--- src/sv/arp_proxy_responder_core_defines.svh ---
// assertion macros for the proxy arp responder
`ifndef ARP_PROXY_RESPONDER_CORE_DEFINES_SVH
`define ARP_PROXY_RESPONDER_CORE_DEFINES_SVH

// same-cycle implication, checked out of reset
`define ARP_ASSERT_NOW(label, ante, cons, msg) \
    label: assert property (@(posedge clk) disable iff (!rst_n) (ante) |-> (cons)) \
        else $error(msg);

// next-cycle implication, checked out of reset
`define ARP_ASSERT_NEXT(label, ante, cons, msg) \
    label: assert property (@(posedge clk) disable iff (!rst_n) (ante) |=> (cons)) \
        else $error(msg);

`endif

--- src/sv/arp_prx_pkg.sv ---
// types and constants for the proxy arp responder
package arp_prx_pkg;

    localparam int unsigned BYTE_W        = 8;
    localparam int unsigned POS_W         = 6;
    localparam int unsigned MAC_W         = 48;
    localparam int unsigned IP_W          = 32;
    localparam int unsigned CFG_INDEX_W   = 8;
    localparam int unsigned CFG_DATA_W    = 48;

    localparam int unsigned ETH_HDR_LEN   = 14;
    localparam int unsigned ARP_HDR_LEN   = 28;
    localparam int unsigned MIN_FRAME_LEN = ETH_HDR_LEN + ARP_HDR_LEN;
    localparam int unsigned REPLY_LEN     = 42;
    localparam int unsigned REPLY_BITS    = REPLY_LEN * BYTE_W;
    localparam int unsigned REPLY_OFF_W   = POS_W + 3;

    localparam logic [POS_W-1:0] INDEX_MAX      = 6'd63;
    localparam logic [POS_W-1:0] MIN_LAST_POS   = 6'(MIN_FRAME_LEN - 1);
    localparam logic [POS_W-1:0] REPLY_LAST_IDX = 6'(REPLY_LEN - 1);

    // field offsets in the received frame
    localparam logic [POS_W-1:0] POS_ETYPE_LO = 6'd12;
    localparam logic [POS_W-1:0] POS_ETYPE_HI = 6'd13;
    localparam logic [POS_W-1:0] POS_HTYPE_LO = 6'd14;
    localparam logic [POS_W-1:0] POS_HTYPE_HI = 6'd15;
    localparam logic [POS_W-1:0] POS_PTYPE_LO = 6'd16;
    localparam logic [POS_W-1:0] POS_PTYPE_HI = 6'd17;
    localparam logic [POS_W-1:0] POS_LENS_LO  = 6'd18;
    localparam logic [POS_W-1:0] POS_LENS_HI  = 6'd19;
    localparam logic [POS_W-1:0] POS_OPER_LO  = 6'd20;
    localparam logic [POS_W-1:0] POS_OPER_HI  = 6'd21;
    localparam logic [POS_W-1:0] POS_SHA_LO   = 6'd22;
    localparam logic [POS_W-1:0] POS_SHA_HI   = 6'd27;
    localparam logic [POS_W-1:0] POS_SPA_LO   = 6'd28;
    localparam logic [POS_W-1:0] POS_SPA_HI   = 6'd31;
    localparam logic [POS_W-1:0] POS_TPA_LO   = 6'd38;
    localparam logic [POS_W-1:0] POS_TPA_HI   = 6'd41;

    localparam logic [15:0] ETYPE_ARP     = 16'h0806;
    localparam logic [15:0] ETYPE_IPV4    = 16'h0800;
    localparam logic [15:0] HTYPE_ETH     = 16'h0001;
    localparam logic [7:0]  HLEN_ETH      = 8'd6;
    localparam logic [7:0]  PLEN_IPV4     = 8'd4;
    localparam logic [15:0] ADDR_LENS_ARP = {HLEN_ETH, PLEN_IPV4};
    localparam logic [15:0] OP_REQUEST    = 16'h0001;
    localparam logic [15:0] OP_REPLY      = 16'h0002;

    localparam logic [MAC_W-1:0] HOST_MAC_RESET    = 48'h52550a000202;
    localparam logic [IP_W-1:0]  SUBNET_ADDR_RESET = 32'h0A000200;
    localparam logic [IP_W-1:0]  SUBNET_MASK_RESET = 32'hFFFFFF00;
    localparam logic [IP_W-1:0]  GUEST_IP_RESET    = 32'h0A00020F;

    typedef enum logic [CFG_INDEX_W-1:0] {
        CFG_HOST_MAC    = 8'd0,
        CFG_SUBNET_ADDR = 8'd1,
        CFG_SUBNET_MASK = 8'd2,
        CFG_GUEST_IP    = 8'd3
    } cfg_reg_t;

    typedef struct packed {
        logic [BYTE_W-1:0] data_byte;
        logic              frame_end;
    } arp_in_t;

    typedef struct packed {
        logic [BYTE_W-1:0] reply_byte;
        logic              reply_last;
    } arp_out_t;

endpackage

--- src/sv/arp_proxy_responder_core.sv ---
// proxy arp responder: frame parser, request check and reply generator
//
// in channel: one frame byte per transaction (in_valid/in_ready), frame_end on the
// final byte. the parser takes a byte every cycle; only a final byte is held off
// while a reply is still being loaded into the output register.
// out channel: a 42-byte arp reply per answered request (out_valid/out_ready),
// reply_last on the final byte. the request sets the reply counter, which then
// loads the first reply byte into the output register, then one byte per cycle
// while out_ready is high. throughput: one frame byte per cycle, except a final
// byte that waits for the previous reply to finish loading; the reply counter
// emits one byte per cycle while out_ready is high, via a single output register.
// cfg channel: cfg_ready is always high, cfg_index selects host_mac, subnet_addr,
// subnet_mask or guest_ip; other indexes are dropped. write only while idle.
// reset: registers return to their defaults, the byte position to zero, no reply
// pending. a stalled receiver holds the current reply byte and the reply counter;
// frame bytes still flow until the next final byte.
module arp_proxy_responder_core
(
    input  logic                                 clk,
    input  logic                                 rst_n,
    input  logic                                 in_valid,
    output logic                                 in_ready,
    input  arp_prx_pkg::arp_in_t                 in_data,
    output logic                                 out_valid,
    input  logic                                 out_ready,
    output arp_prx_pkg::arp_out_t                out_data,
    input  logic                                 cfg_valid,
    output logic                                 cfg_ready,
    input  logic [arp_prx_pkg::CFG_INDEX_W-1:0]  cfg_index,
    input  logic [arp_prx_pkg::CFG_DATA_W-1:0]   cfg_data
);

    import arp_prx_pkg::*;

    `include "arp_proxy_responder_core_defines.svh"

    logic [MAC_W-1:0] host_mac_reg;
    logic [IP_W-1:0]  subnet_addr_reg;
    logic [IP_W-1:0]  subnet_mask_reg;
    logic [IP_W-1:0]  guest_ip_reg;

    logic [POS_W-1:0] byte_index_reg, byte_index_next;
    logic [15:0]      frame_type_reg, frame_type_next;
    logic [15:0]      hw_type_reg, hw_type_next;
    logic [15:0]      proto_type_reg, proto_type_next;
    logic [15:0]      addr_lengths_reg, addr_lengths_next;
    logic [15:0]      operation_reg, operation_next;
    logic [MAC_W-1:0] sender_hw_reg, sender_hw_next;
    logic [IP_W-1:0]  sender_proto_reg, sender_proto_next;
    logic [IP_W-1:0]  target_proto_reg, target_proto_next;

    logic             emit_active_reg;
    logic [POS_W-1:0] emit_idx_reg;
    logic [MAC_W-1:0] rep_sha_reg;
    logic [IP_W-1:0]  rep_spa_reg;
    logic [IP_W-1:0]  rep_tpa_reg;

    logic             out_valid_reg;
    arp_out_t         out_data_reg;

    logic                   in_fire;
    logic                   frame_ok;
    logic                   trigger;
    logic                   emit_load;
    logic [REPLY_BITS-1:0]  reply_frame;
    logic [POS_W-1:0]       reply_pos;
    logic [REPLY_OFF_W-1:0] reply_off;
    logic [BYTE_W-1:0]      b;
    logic [POS_W-1:0]       pos;

    assign in_ready  = !emit_active_reg || !in_data.frame_end;
    assign in_fire   = in_valid && in_ready;
    assign cfg_ready = 1'b1;
    assign b         = in_data.data_byte;
    assign pos       = byte_index_reg;

    // field capture
    always_comb
    begin
        frame_type_next   = frame_type_reg;
        hw_type_next      = hw_type_reg;
        proto_type_next   = proto_type_reg;
        addr_lengths_next = addr_lengths_reg;
        operation_next    = operation_reg;
        sender_hw_next    = sender_hw_reg;
        sender_proto_next = sender_proto_reg;
        target_proto_next = target_proto_reg;
        if (pos >= POS_ETYPE_LO && pos <= POS_ETYPE_HI)
        begin
            frame_type_next = {frame_type_reg[7:0], b};
        end
        if (pos >= POS_HTYPE_LO && pos <= POS_HTYPE_HI)
        begin
            hw_type_next = {hw_type_reg[7:0], b};
        end
        if (pos >= POS_PTYPE_LO && pos <= POS_PTYPE_HI)
        begin
            proto_type_next = {proto_type_reg[7:0], b};
        end
        if (pos >= POS_LENS_LO && pos <= POS_LENS_HI)
        begin
            addr_lengths_next = {addr_lengths_reg[7:0], b};
        end
        if (pos >= POS_OPER_LO && pos <= POS_OPER_HI)
        begin
            operation_next = {operation_reg[7:0], b};
        end
        if (pos >= POS_SHA_LO && pos <= POS_SHA_HI)
        begin
            sender_hw_next = {sender_hw_reg[MAC_W-BYTE_W-1:0], b};
        end
        if (pos >= POS_SPA_LO && pos <= POS_SPA_HI)
        begin
            sender_proto_next = {sender_proto_reg[IP_W-BYTE_W-1:0], b};
        end
        if (pos >= POS_TPA_LO && pos <= POS_TPA_HI)
        begin
            target_proto_next = {target_proto_reg[IP_W-BYTE_W-1:0], b};
        end

        if (in_data.frame_end)
        begin
            byte_index_next = '0;
        end
        else if (pos < INDEX_MAX)
        begin
            byte_index_next = pos + 6'd1;
        end
        else
        begin
            byte_index_next = pos;
        end
    end

    // request check on the final byte
    assign frame_ok = (pos >= MIN_LAST_POS)
                   && (frame_type_next == ETYPE_ARP)
                   && (hw_type_next == HTYPE_ETH)
                   && (proto_type_next == ETYPE_IPV4)
                   && (addr_lengths_next == ADDR_LENS_ARP)
                   && (operation_next == OP_REQUEST)
                   && ((target_proto_next & subnet_mask_reg) == subnet_addr_reg)
                   && (target_proto_next != guest_ip_reg);

    assign trigger = in_fire && in_data.frame_end && frame_ok;

    always_ff @(posedge clk or negedge rst_n)
    begin
        if (!rst_n)
        begin
            byte_index_reg   <= '0;
            frame_type_reg   <= '0;
            hw_type_reg      <= '0;
            proto_type_reg   <= '0;
            addr_lengths_reg <= '0;
            operation_reg    <= '0;
            sender_hw_reg    <= '0;
            sender_proto_reg <= '0;
            target_proto_reg <= '0;
        end
        else if (in_fire)
        begin
            byte_index_reg   <= byte_index_next;
            frame_type_reg   <= frame_type_next;
            hw_type_reg      <= hw_type_next;
            proto_type_reg   <= proto_type_next;
            addr_lengths_reg <= addr_lengths_next;
            operation_reg    <= operation_next;
            sender_hw_reg    <= sender_hw_next;
            sender_proto_reg <= sender_proto_next;
            target_proto_reg <= target_proto_next;
        end
    end

    // configuration registers
    always_ff @(posedge clk or negedge rst_n)
    begin
        if (!rst_n)
        begin
            host_mac_reg    <= HOST_MAC_RESET;
            subnet_addr_reg <= SUBNET_ADDR_RESET;
            subnet_mask_reg <= SUBNET_MASK_RESET;
            guest_ip_reg    <= GUEST_IP_RESET;
        end
        else if (cfg_valid && cfg_ready)
        begin
            unique case (cfg_reg_t'(cfg_index))
                CFG_HOST_MAC:    host_mac_reg    <= cfg_data;
                CFG_SUBNET_ADDR: subnet_addr_reg <= cfg_data[IP_W-1:0];
                CFG_SUBNET_MASK: subnet_mask_reg <= cfg_data[IP_W-1:0];
                CFG_GUEST_IP:    guest_ip_reg    <= cfg_data[IP_W-1:0];
                default:         ;
            endcase
        end
    end

    // reply snapshot
    always_ff @(posedge clk)
    begin
        if (trigger)
        begin
            rep_sha_reg <= sender_hw_next;
            rep_spa_reg <= sender_proto_next;
            rep_tpa_reg <= target_proto_next;
        end
    end

    assign reply_frame = {rep_sha_reg, host_mac_reg, ETYPE_ARP, HTYPE_ETH, ETYPE_IPV4,
                          HLEN_ETH, PLEN_IPV4, OP_REPLY, host_mac_reg, rep_tpa_reg,
                          rep_sha_reg, rep_spa_reg};
    assign reply_pos   = REPLY_LAST_IDX - emit_idx_reg;
    assign reply_off   = {reply_pos, 3'b000};
    assign emit_load   = emit_active_reg && (!out_valid_reg || out_ready);

    // reply byte counter
    always_ff @(posedge clk or negedge rst_n)
    begin
        if (!rst_n)
        begin
            emit_active_reg <= 1'b0;
            emit_idx_reg    <= '0;
        end
        else if (trigger)
        begin
            emit_active_reg <= 1'b1;
            emit_idx_reg    <= '0;
        end
        else if (emit_load)
        begin
            if (emit_idx_reg == REPLY_LAST_IDX)
            begin
                emit_active_reg <= 1'b0;
                emit_idx_reg    <= '0;
            end
            else
            begin
                emit_idx_reg <= emit_idx_reg + 6'd1;
            end
        end
    end

    // output register
    always_ff @(posedge clk or negedge rst_n)
    begin
        if (!rst_n)
        begin
            out_valid_reg <= 1'b0;
        end
        else if (emit_load)
        begin
            out_valid_reg <= 1'b1;
        end
        else if (out_ready)
        begin
            out_valid_reg <= 1'b0;
        end
    end

    always_ff @(posedge clk)
    begin
        if (emit_load)
        begin
            out_data_reg.reply_byte <= reply_frame[reply_off +: BYTE_W];
            out_data_reg.reply_last <= (emit_idx_reg == REPLY_LAST_IDX);
        end
    end

    assign out_valid = out_valid_reg;
    assign out_data  = out_data_reg;

    `ARP_ASSERT_NOW(a_idle_idx_zero, !emit_active_reg, emit_idx_reg == '0, "idx not cleared")
    `ARP_ASSERT_NOW(a_idx_range, 1'b1, emit_idx_reg <= REPLY_LAST_IDX, "idx out of range")
    `ARP_ASSERT_NOW(a_end_not_busy, in_fire && in_data.frame_end, !emit_active_reg, "end busy")
    `ARP_ASSERT_NEXT(a_trig_starts, trigger, emit_active_reg && emit_idx_reg == '0, "no start")

endmodule

--- config.mk ---
export PLATFORM = sky130hd
export DESIGN_NAME = arp_proxy_responder_core
export DESIGN_NICKNAME = d
export VERILOG_FILES = /design/src/sv/arp_prx_pkg.sv /design/src/sv/arp_proxy_responder_core.sv
export VERILOG_INCLUDE_DIRS = /design/src /design/src/sv
export SDC_FILE = /design/constraint.sdc
export NUM_CORES = 1
export LEC_CHECK = 0
export BUFFER_PORTS_ARGS = -buffer_cell sky130_fd_sc_hd__buf_2
export CAP_MARGIN = 20
export CORE_MARGIN = 2
export CORE_UTILIZATION = 56
export DETAILED_ROUTE_END_ITERATION = 16
export PLACE_DENSITY = 0.73
export SLEW_MARGIN = 30
export SYNTH_ARGS = -nofsm -noshare
export SYNTH_HDL_FRONTEND = slang
export SYNTH_SLANG_ARGS = --single-unit
--- constraint.sdc ---
create_clock -name clk -period 21.5 [get_ports clk]
set_input_delay 2.15 -clock clk [delete_from_list [all_inputs] [get_ports clk]]
set_output_delay 2.15 -clock clk [all_outputs]
set_load 0.01 [all_outputs]
---- After elaboration in Yosys (flattened, before gate mapping) ----
Cells that the tools add are included.
word-level totals
  logic and storage cells ................. 108
  register bits after elaboration ......... 471
  input bits .............................. 70
  output and inout port bits .............. 12
operators by class
  bitwise operators ....................... 1
  mux-type cells .......................... 18
  magnitude comparators ................... 18
  shift operators ......................... 1
  reduce and logical (&&, ||, !) cells .... 35
  add/subtract/negate cells ............... 3
  eq/ne operators ......................... 11
operators by type and width
  operator                                                                             number
  336-bit by 10-bit variable part select with 8-bit output                             1
  16-bit two-way mux                                                                   5
  32-bit two-way mux                                                                   2
  48-bit two-way mux                                                                   1
  32-bit AND                                                                           1
  16-bit by 1-bit == test with 1-bit output, second input constant                     2
  16-bit by 12-bit == test with 1-bit output, second input constant                    2
  32-bit == test                                                                       1
  32-bit != test                                                                       1
  6-bit by 5-bit greater-or-equal comparator with 1-bit output, second input constant  5
  6-bit by 5-bit <= comparator with 1-bit output, second input constant                5
  6-bit two-way mux                                                                    5
  1-bit logical AND                                                                    19
  16-bit by 11-bit == test with 1-bit output, second input constant                    1
  8-bit by 2-bit == test with 1-bit output, second input constant                      2
  6-bit by 1-bit adder with 6-bit output, second input constant                        2
  6-bit by 4-bit greater-or-equal comparator with 1-bit output, second input constant  2
  6-bit greater-or-equal comparator, second input constant                             2
  6-bit by 4-bit <= comparator with 1-bit output, second input constant                2
  2-bit AND reduction                                                                  6
  8-bit by 1-bit == test with 1-bit output, second input constant                      1
  8-bit logical NOT                                                                    1
  2-bit nonzero test                                                                   4
  6-bit == test, second input constant                                                 1
  other kinds (6)                                                                      13

---- Logic depth before layout (Yosys ltp) ----
  depth in word-level cells ............... 14
  depth in mapped cells ................... 13
  mapped depth without buffers ............ 11

---- Least setup slack after synthesis ----
No wires, ideal clock.
  path kind ............................... input-to-reg
  start ................................... input in_data[2] (netlist name)
  end ..................................... register rep_sha_reg[0] (enable)
  data arrival time ....................... 14.080 ns
  data required time ...................... 20.642 ns
  stages on the path ...................... 7
  path buffers ............................ 0
  slack ................................... 6.562 ns
  path through ............................ nor4_1 -> nand4_1 -> o21ai_0 -> nand3_1 -> nor4b_1 -> nand4b_1 -> nor4_1
on the way
  word-level cells in the longest chain between the ends .. 10
  elaborated cells on any way between the ends .. 22
  classes of those cells .................. 7 x eq/ne; 6 x mux; 1 x bitwise; 8 x reduce/logical
RTL lines
  what                                        RTL line                         RTL
  from (decl)                                 arp_proxy_responder_core.sv:23   input arp_prx_pkg::arp_in_t in_data,
  16-bit two-way mux                          arp_proxy_responder_core.sv:88   if (pos >= POS_ETYPE_LO && pos <= POS_ETYPE_HI)
  16-bit by 12-bit == test with 1-bit output  arp_proxy_responder_core.sv:137  && (frame_type_next == ETYPE_ARP)
  1-bit logical AND                           arp_proxy_responder_core.sv:137
  1-bit logical AND                           arp_proxy_responder_core.sv:138  && (hw_type_next == HTYPE_ETH)
  1-bit logical AND                           arp_proxy_responder_core.sv:139  && (proto_type_next == ETYPE_IPV4)
  1-bit logical AND                           arp_proxy_responder_core.sv:140  && (addr_lengths_next == ADDR_LENS_ARP)
  1-bit logical AND                           arp_proxy_responder_core.sv:141  && (operation_next == OP_REQUEST)
  1-bit logical AND                           arp_proxy_responder_core.sv:142  && ((target_proto_next & subnet_mask_reg) == subnet_addr_reg)
  1-bit logical AND *                         arp_proxy_responder_core.sv:143  && (target_proto_next != guest_ip_reg);
  1-bit logical AND *                         arp_proxy_responder_core.sv:145  assign trigger = in_fire && in_data.frame_end && frame_ok;
  named net trigger                           arp_proxy_responder_core.sv:63   logic trigger;
  to (signal assigned)                        arp_proxy_responder_core.sv:202  rep_sha_reg <= sender_hw_next;
  to (decl)                                   arp_proxy_responder_core.sv:54   logic [MAC_W-1:0] rep_sha_reg;
The timed path passes the listed nets; every way through them passes the cells marked *.
A chain may end at the register's enable or synchronous reset.

---- Final worst setup path ----
  start ................................... input in_data[2] (netlist name)
  end ..................................... register rep_spa_reg[15] (enable)
on the way
  word-level cells in the longest chain between the ends .. 10
  elaborated cells on any way between the ends .. 22
  classes of those cells .................. 7 x eq/ne; 6 x mux; 1 x bitwise; 8 x reduce/logical
RTL lines
  what                                        RTL line                         RTL
  16-bit two-way mux                          arp_proxy_responder_core.sv:88
  16-bit by 12-bit == test with 1-bit output  arp_proxy_responder_core.sv:137
  1-bit logical AND                           arp_proxy_responder_core.sv:137
  1-bit logical AND                           arp_proxy_responder_core.sv:138
  1-bit logical AND                           arp_proxy_responder_core.sv:139
  1-bit logical AND                           arp_proxy_responder_core.sv:140
  1-bit logical AND                           arp_proxy_responder_core.sv:141
  1-bit logical AND                           arp_proxy_responder_core.sv:142
  1-bit logical AND *                         arp_proxy_responder_core.sv:143
  1-bit logical AND *                         arp_proxy_responder_core.sv:145
  named net trigger                           arp_proxy_responder_core.sv:63
  to (signal assigned)                        arp_proxy_responder_core.sv:203  rep_spa_reg <= sender_proto_next;
  to (decl)                                   arp_proxy_responder_core.sv:55   logic [IP_W-1:0] rep_spa_reg;
Marked as above.

==> metrics <==
FF+latch count, synth=about 470; worst-path fanout max=between 70 and 80; launch point of the worst reg-to-reg path=byte_index_reg[1]$_DFFE_PN0P_; number of buffers inserted by port buffering=80; Crit path required time=around 22,000 ps; vias in the first global route=~14,000; number of hold-slack violations in the final timing report=0; Net Count, Synth=roughly 1,800; starting utilization of the core area=between 50% and 60%; final critical-path share of the clock period=between 20% and 30%; instance count of the mapped netlist=~1,700; DIE HEIGHT=just over 200 um; start-to-end type of the worst setup path=input port to register; setup TNS after final layout=0 ps; floorplan die width=just over 200 um; gp weighted congestion=about 0.98; Yosys warning count=0; max-slew violation count=0; top routing layer in use=met5; peak clock frequency supported by timing=between 150 and 200 MHz; worst hold slack=504 ps; detailed-placement wirelength estimate=37.8 mm; die outline area=slightly above 40,000 um2; post-route antenna net violation count=0; kind of end point of the critical path=register; result of the run=finished clean; routed length on met1=between 20 and 25 mm; total global routing overflow=0; list of most frequent post-synthesis cells=sky130_fd_sc_hd__mux2_2, sky130_fd_sc_hd__dfrtp_1, sky130_fd_sc_hd__edfxtp_1; number of antenna violations at the first check in global routing=2; Tightest Hold Check Type=register to register; buffer depth of the longest clock path=3; total of hold buffers inserted after clock tree synthesis=0; WHS Path Cells=1; maximum number of pins on one net before global-route repair=149; Rel. slew slack=roughly 34%; first-pass GRT wire length=approximately 86 mm; number of I/O pins=82; area share of the largest cell type after synthesis=34.3%; sum of met2 wire segment lengths after detailed routing=~27 mm; global router's overall resource usage=~27%; cell count of the worst reg-to-reg path=13; Cell Area, Synth=22,300 um2; violation count after the first detailed-route iteration=between 1,000 and 1,500; worst-case hold path end point=host_mac_reg[21]$_DFFE_PN0P_; Worst R2R End=rep_spa_reg[15]$_DFFE_PN_; post-route minimum period=5560 ps; setup slack, reg-to-reg=around 16,000 ps; CTS sink count=around 470; layout overhead on the synthesized area=10.9%; sequential fraction of the synthesis area=between 50 and 60%; Arr. time, crit path=approximately 5800 ps; drt total wl=~55 mm; leakage power of the design=~11 nW; Root Driver=sky130_fd_sc_hd__clkbuf_16; routed vias/inst=approximately 6; startpoint of the tightest hold check path=host_mac_reg[21]$_DFFE_PN0P_; number of DRC violations after detailed routing=0; number of gates given a new drive strength after cts=0; clock latency on the worst-skew pair=slightly below 600 ps; post-synthesis average cell area=about 13 um2; clock transition at the register clock pins on the worst setup and hold paths after CTS=around 60 ps; Peak VDD IR=0.0514 mV; number of vias in the routed layout=~14,000; htree depth=2; net total in the final layout=around 1,800; cell type with the highest aggregate area in the netlist=sky130_fd_sc_hd__dfrtp_1; worst clock skew=between 10 and 15 ps; fraction of registers with async set or reset after synthesis=~74%; cell area power density=between 80 and 90 nW/um2; actual transition at the worst max-transition pin=~990 ps; number of enable-type register cells in the synthesized netlist=121; top flip-flop cell by instance count after synthesis=sky130_fd_sc_hd__dfrtp_1; RSZ-0062 raised after global routing=false; biggest area contributors in the synthesized netlist=sky130_fd_sc_hd__dfrtp_1, sky130_fd_sc_hd__mux2_2, sky130_fd_sc_hd__edfxtp_1; final setup violation count=0; Critical Path Source Type=input port; Inserted Clock Buffers=48; wire per inst=~24 um; Critical Path Source=in_data[2]; count of max-cap constraint violations=0; met3 WL=around 3.5 mm; number of distinct library cells after synthesis=slightly below 80; Pre-antenna DRT Iters=7; ratio of cells with drive above 1 in the final layout=around 37%; most numerous cell in the Yosys netlist=sky130_fd_sc_hd__mux2_2; placement row count=73; buffer count from post-CTS setup fixing=0; floorplan core area=39,500 um2; clock tree from TritonCTS=yes
-- metrics by stage --
stage	setup slack (ps)	power, mW	instances	cell area, um2	utilization [%]
after floorplan	6560	1.11	1692	22300	-
after global placement	15480	1.19	2212	23100	58.5
after detailed placement	15220	1.20	2212	23100	58.5
after CTS	15810	2.01	2300	24600	62.4
after global routing	15710	2.07	2303	24700	62.6
final	15940	2.00	2303	24700	62.6
-- cells by family (layout without fill, tap and decap cells) --
| family | after synthesis | in the layout | share of synthesized area [%] |
|---|---|---|---|
| flops | 471 | 471 | 55.9 |
| fa+ha+maj | 7 | 7 | 0.393 |
| compound gates | 196 | 196 | 5.76 |
| xor+xnor | 66 | 66 | 2.60 |
| mux | 467 | 467 | 24.8 |
| simple gates | 327 | 327 | 7.71 |
| other cells | 1 | 2 | 0.0168 |
| buf+inv | 157 | 242 | 2.84 |
-- metal layers --
metal	vias up	global-route usage, %
li1	6344	-
met1	7289	37.6
met2	490	43.8
met3	101	4.38
met4	2	11.1
met5	-	0
-- area by class of cell --
cell class | instances | area [um2]
fillers | 2997 | 14800
flip-flops and latches | 471 | 12500
multi-input cells | 1064 | 9220
clock buffers | 76 | 1430
well taps | 525 | 657
repair buffers | 100 | 621
inverters | 54 | 203
clock inverters | 12 | 101
diodes | 1 | 2.50
-- critical path, stage by stage --
cell	delay, ps
sky130_fd_sc_hd__buf_2	190
sky130_fd_sc_hd__nor4_1	680
sky130_fd_sc_hd__nand4_1	180
sky130_fd_sc_hd__o21ai_0	300
sky130_fd_sc_hd__nand3_1	120
sky130_fd_sc_hd__nor4b_1	400
sky130_fd_sc_hd__nand4b_1	260
sky130_fd_sc_hd__nor4_2	300
sky130_fd_sc_hd__buf_4	480
sky130_fd_sc_hd__buf_6	630
-- worst max path at each step --
stage	slack, ps	cells after the start	to
2_1_floorplan	6560	7	rep_sha_reg[0]$_DFFE_PN_
3_3_place_gp	15480	10	rep_sha_reg[10]$_DFFE_PN_
3_5_place_dp	15220	10	rep_spa_reg[31]$_DFFE_PN_
4_1_cts	15810	10	rep_spa_reg[15]$_DFFE_PN_
5_1_grt	15710	13	rep_spa_reg[15]$_DFFE_PN_
6_report	15940	10	rep_spa_reg[15]$_DFFE_PN_
-- where the power goes --
group | internal, mW | switching [mW]
Combinational | 0.0723 | 0.0993
Clock | 0.468 | 0.352
Sequential | 0.963 | 0.0489
-- placed cells by master (no fill, tap or decap), drive strengths merged, types with 8 or more instances in the layout --
cell type	n
xnor2	40
mux4	27
and3	9
a22o	9
buf	100
nand2	106
inv	53
nor3	18
dfstp	45
o21ai	56
a2111oi	10
mux2	397
clkbuf	76
a21oi	48
nor3b	8
nor4	27
nand4	30
or3	10
o211ai	8
o22ai	9
mux2i	43
clkinv	11
nor2	46
edfxtp	121
nand3	25
xor2	26
dfrtp	305
Note: power is estimated with default switching activity, not from simulation.
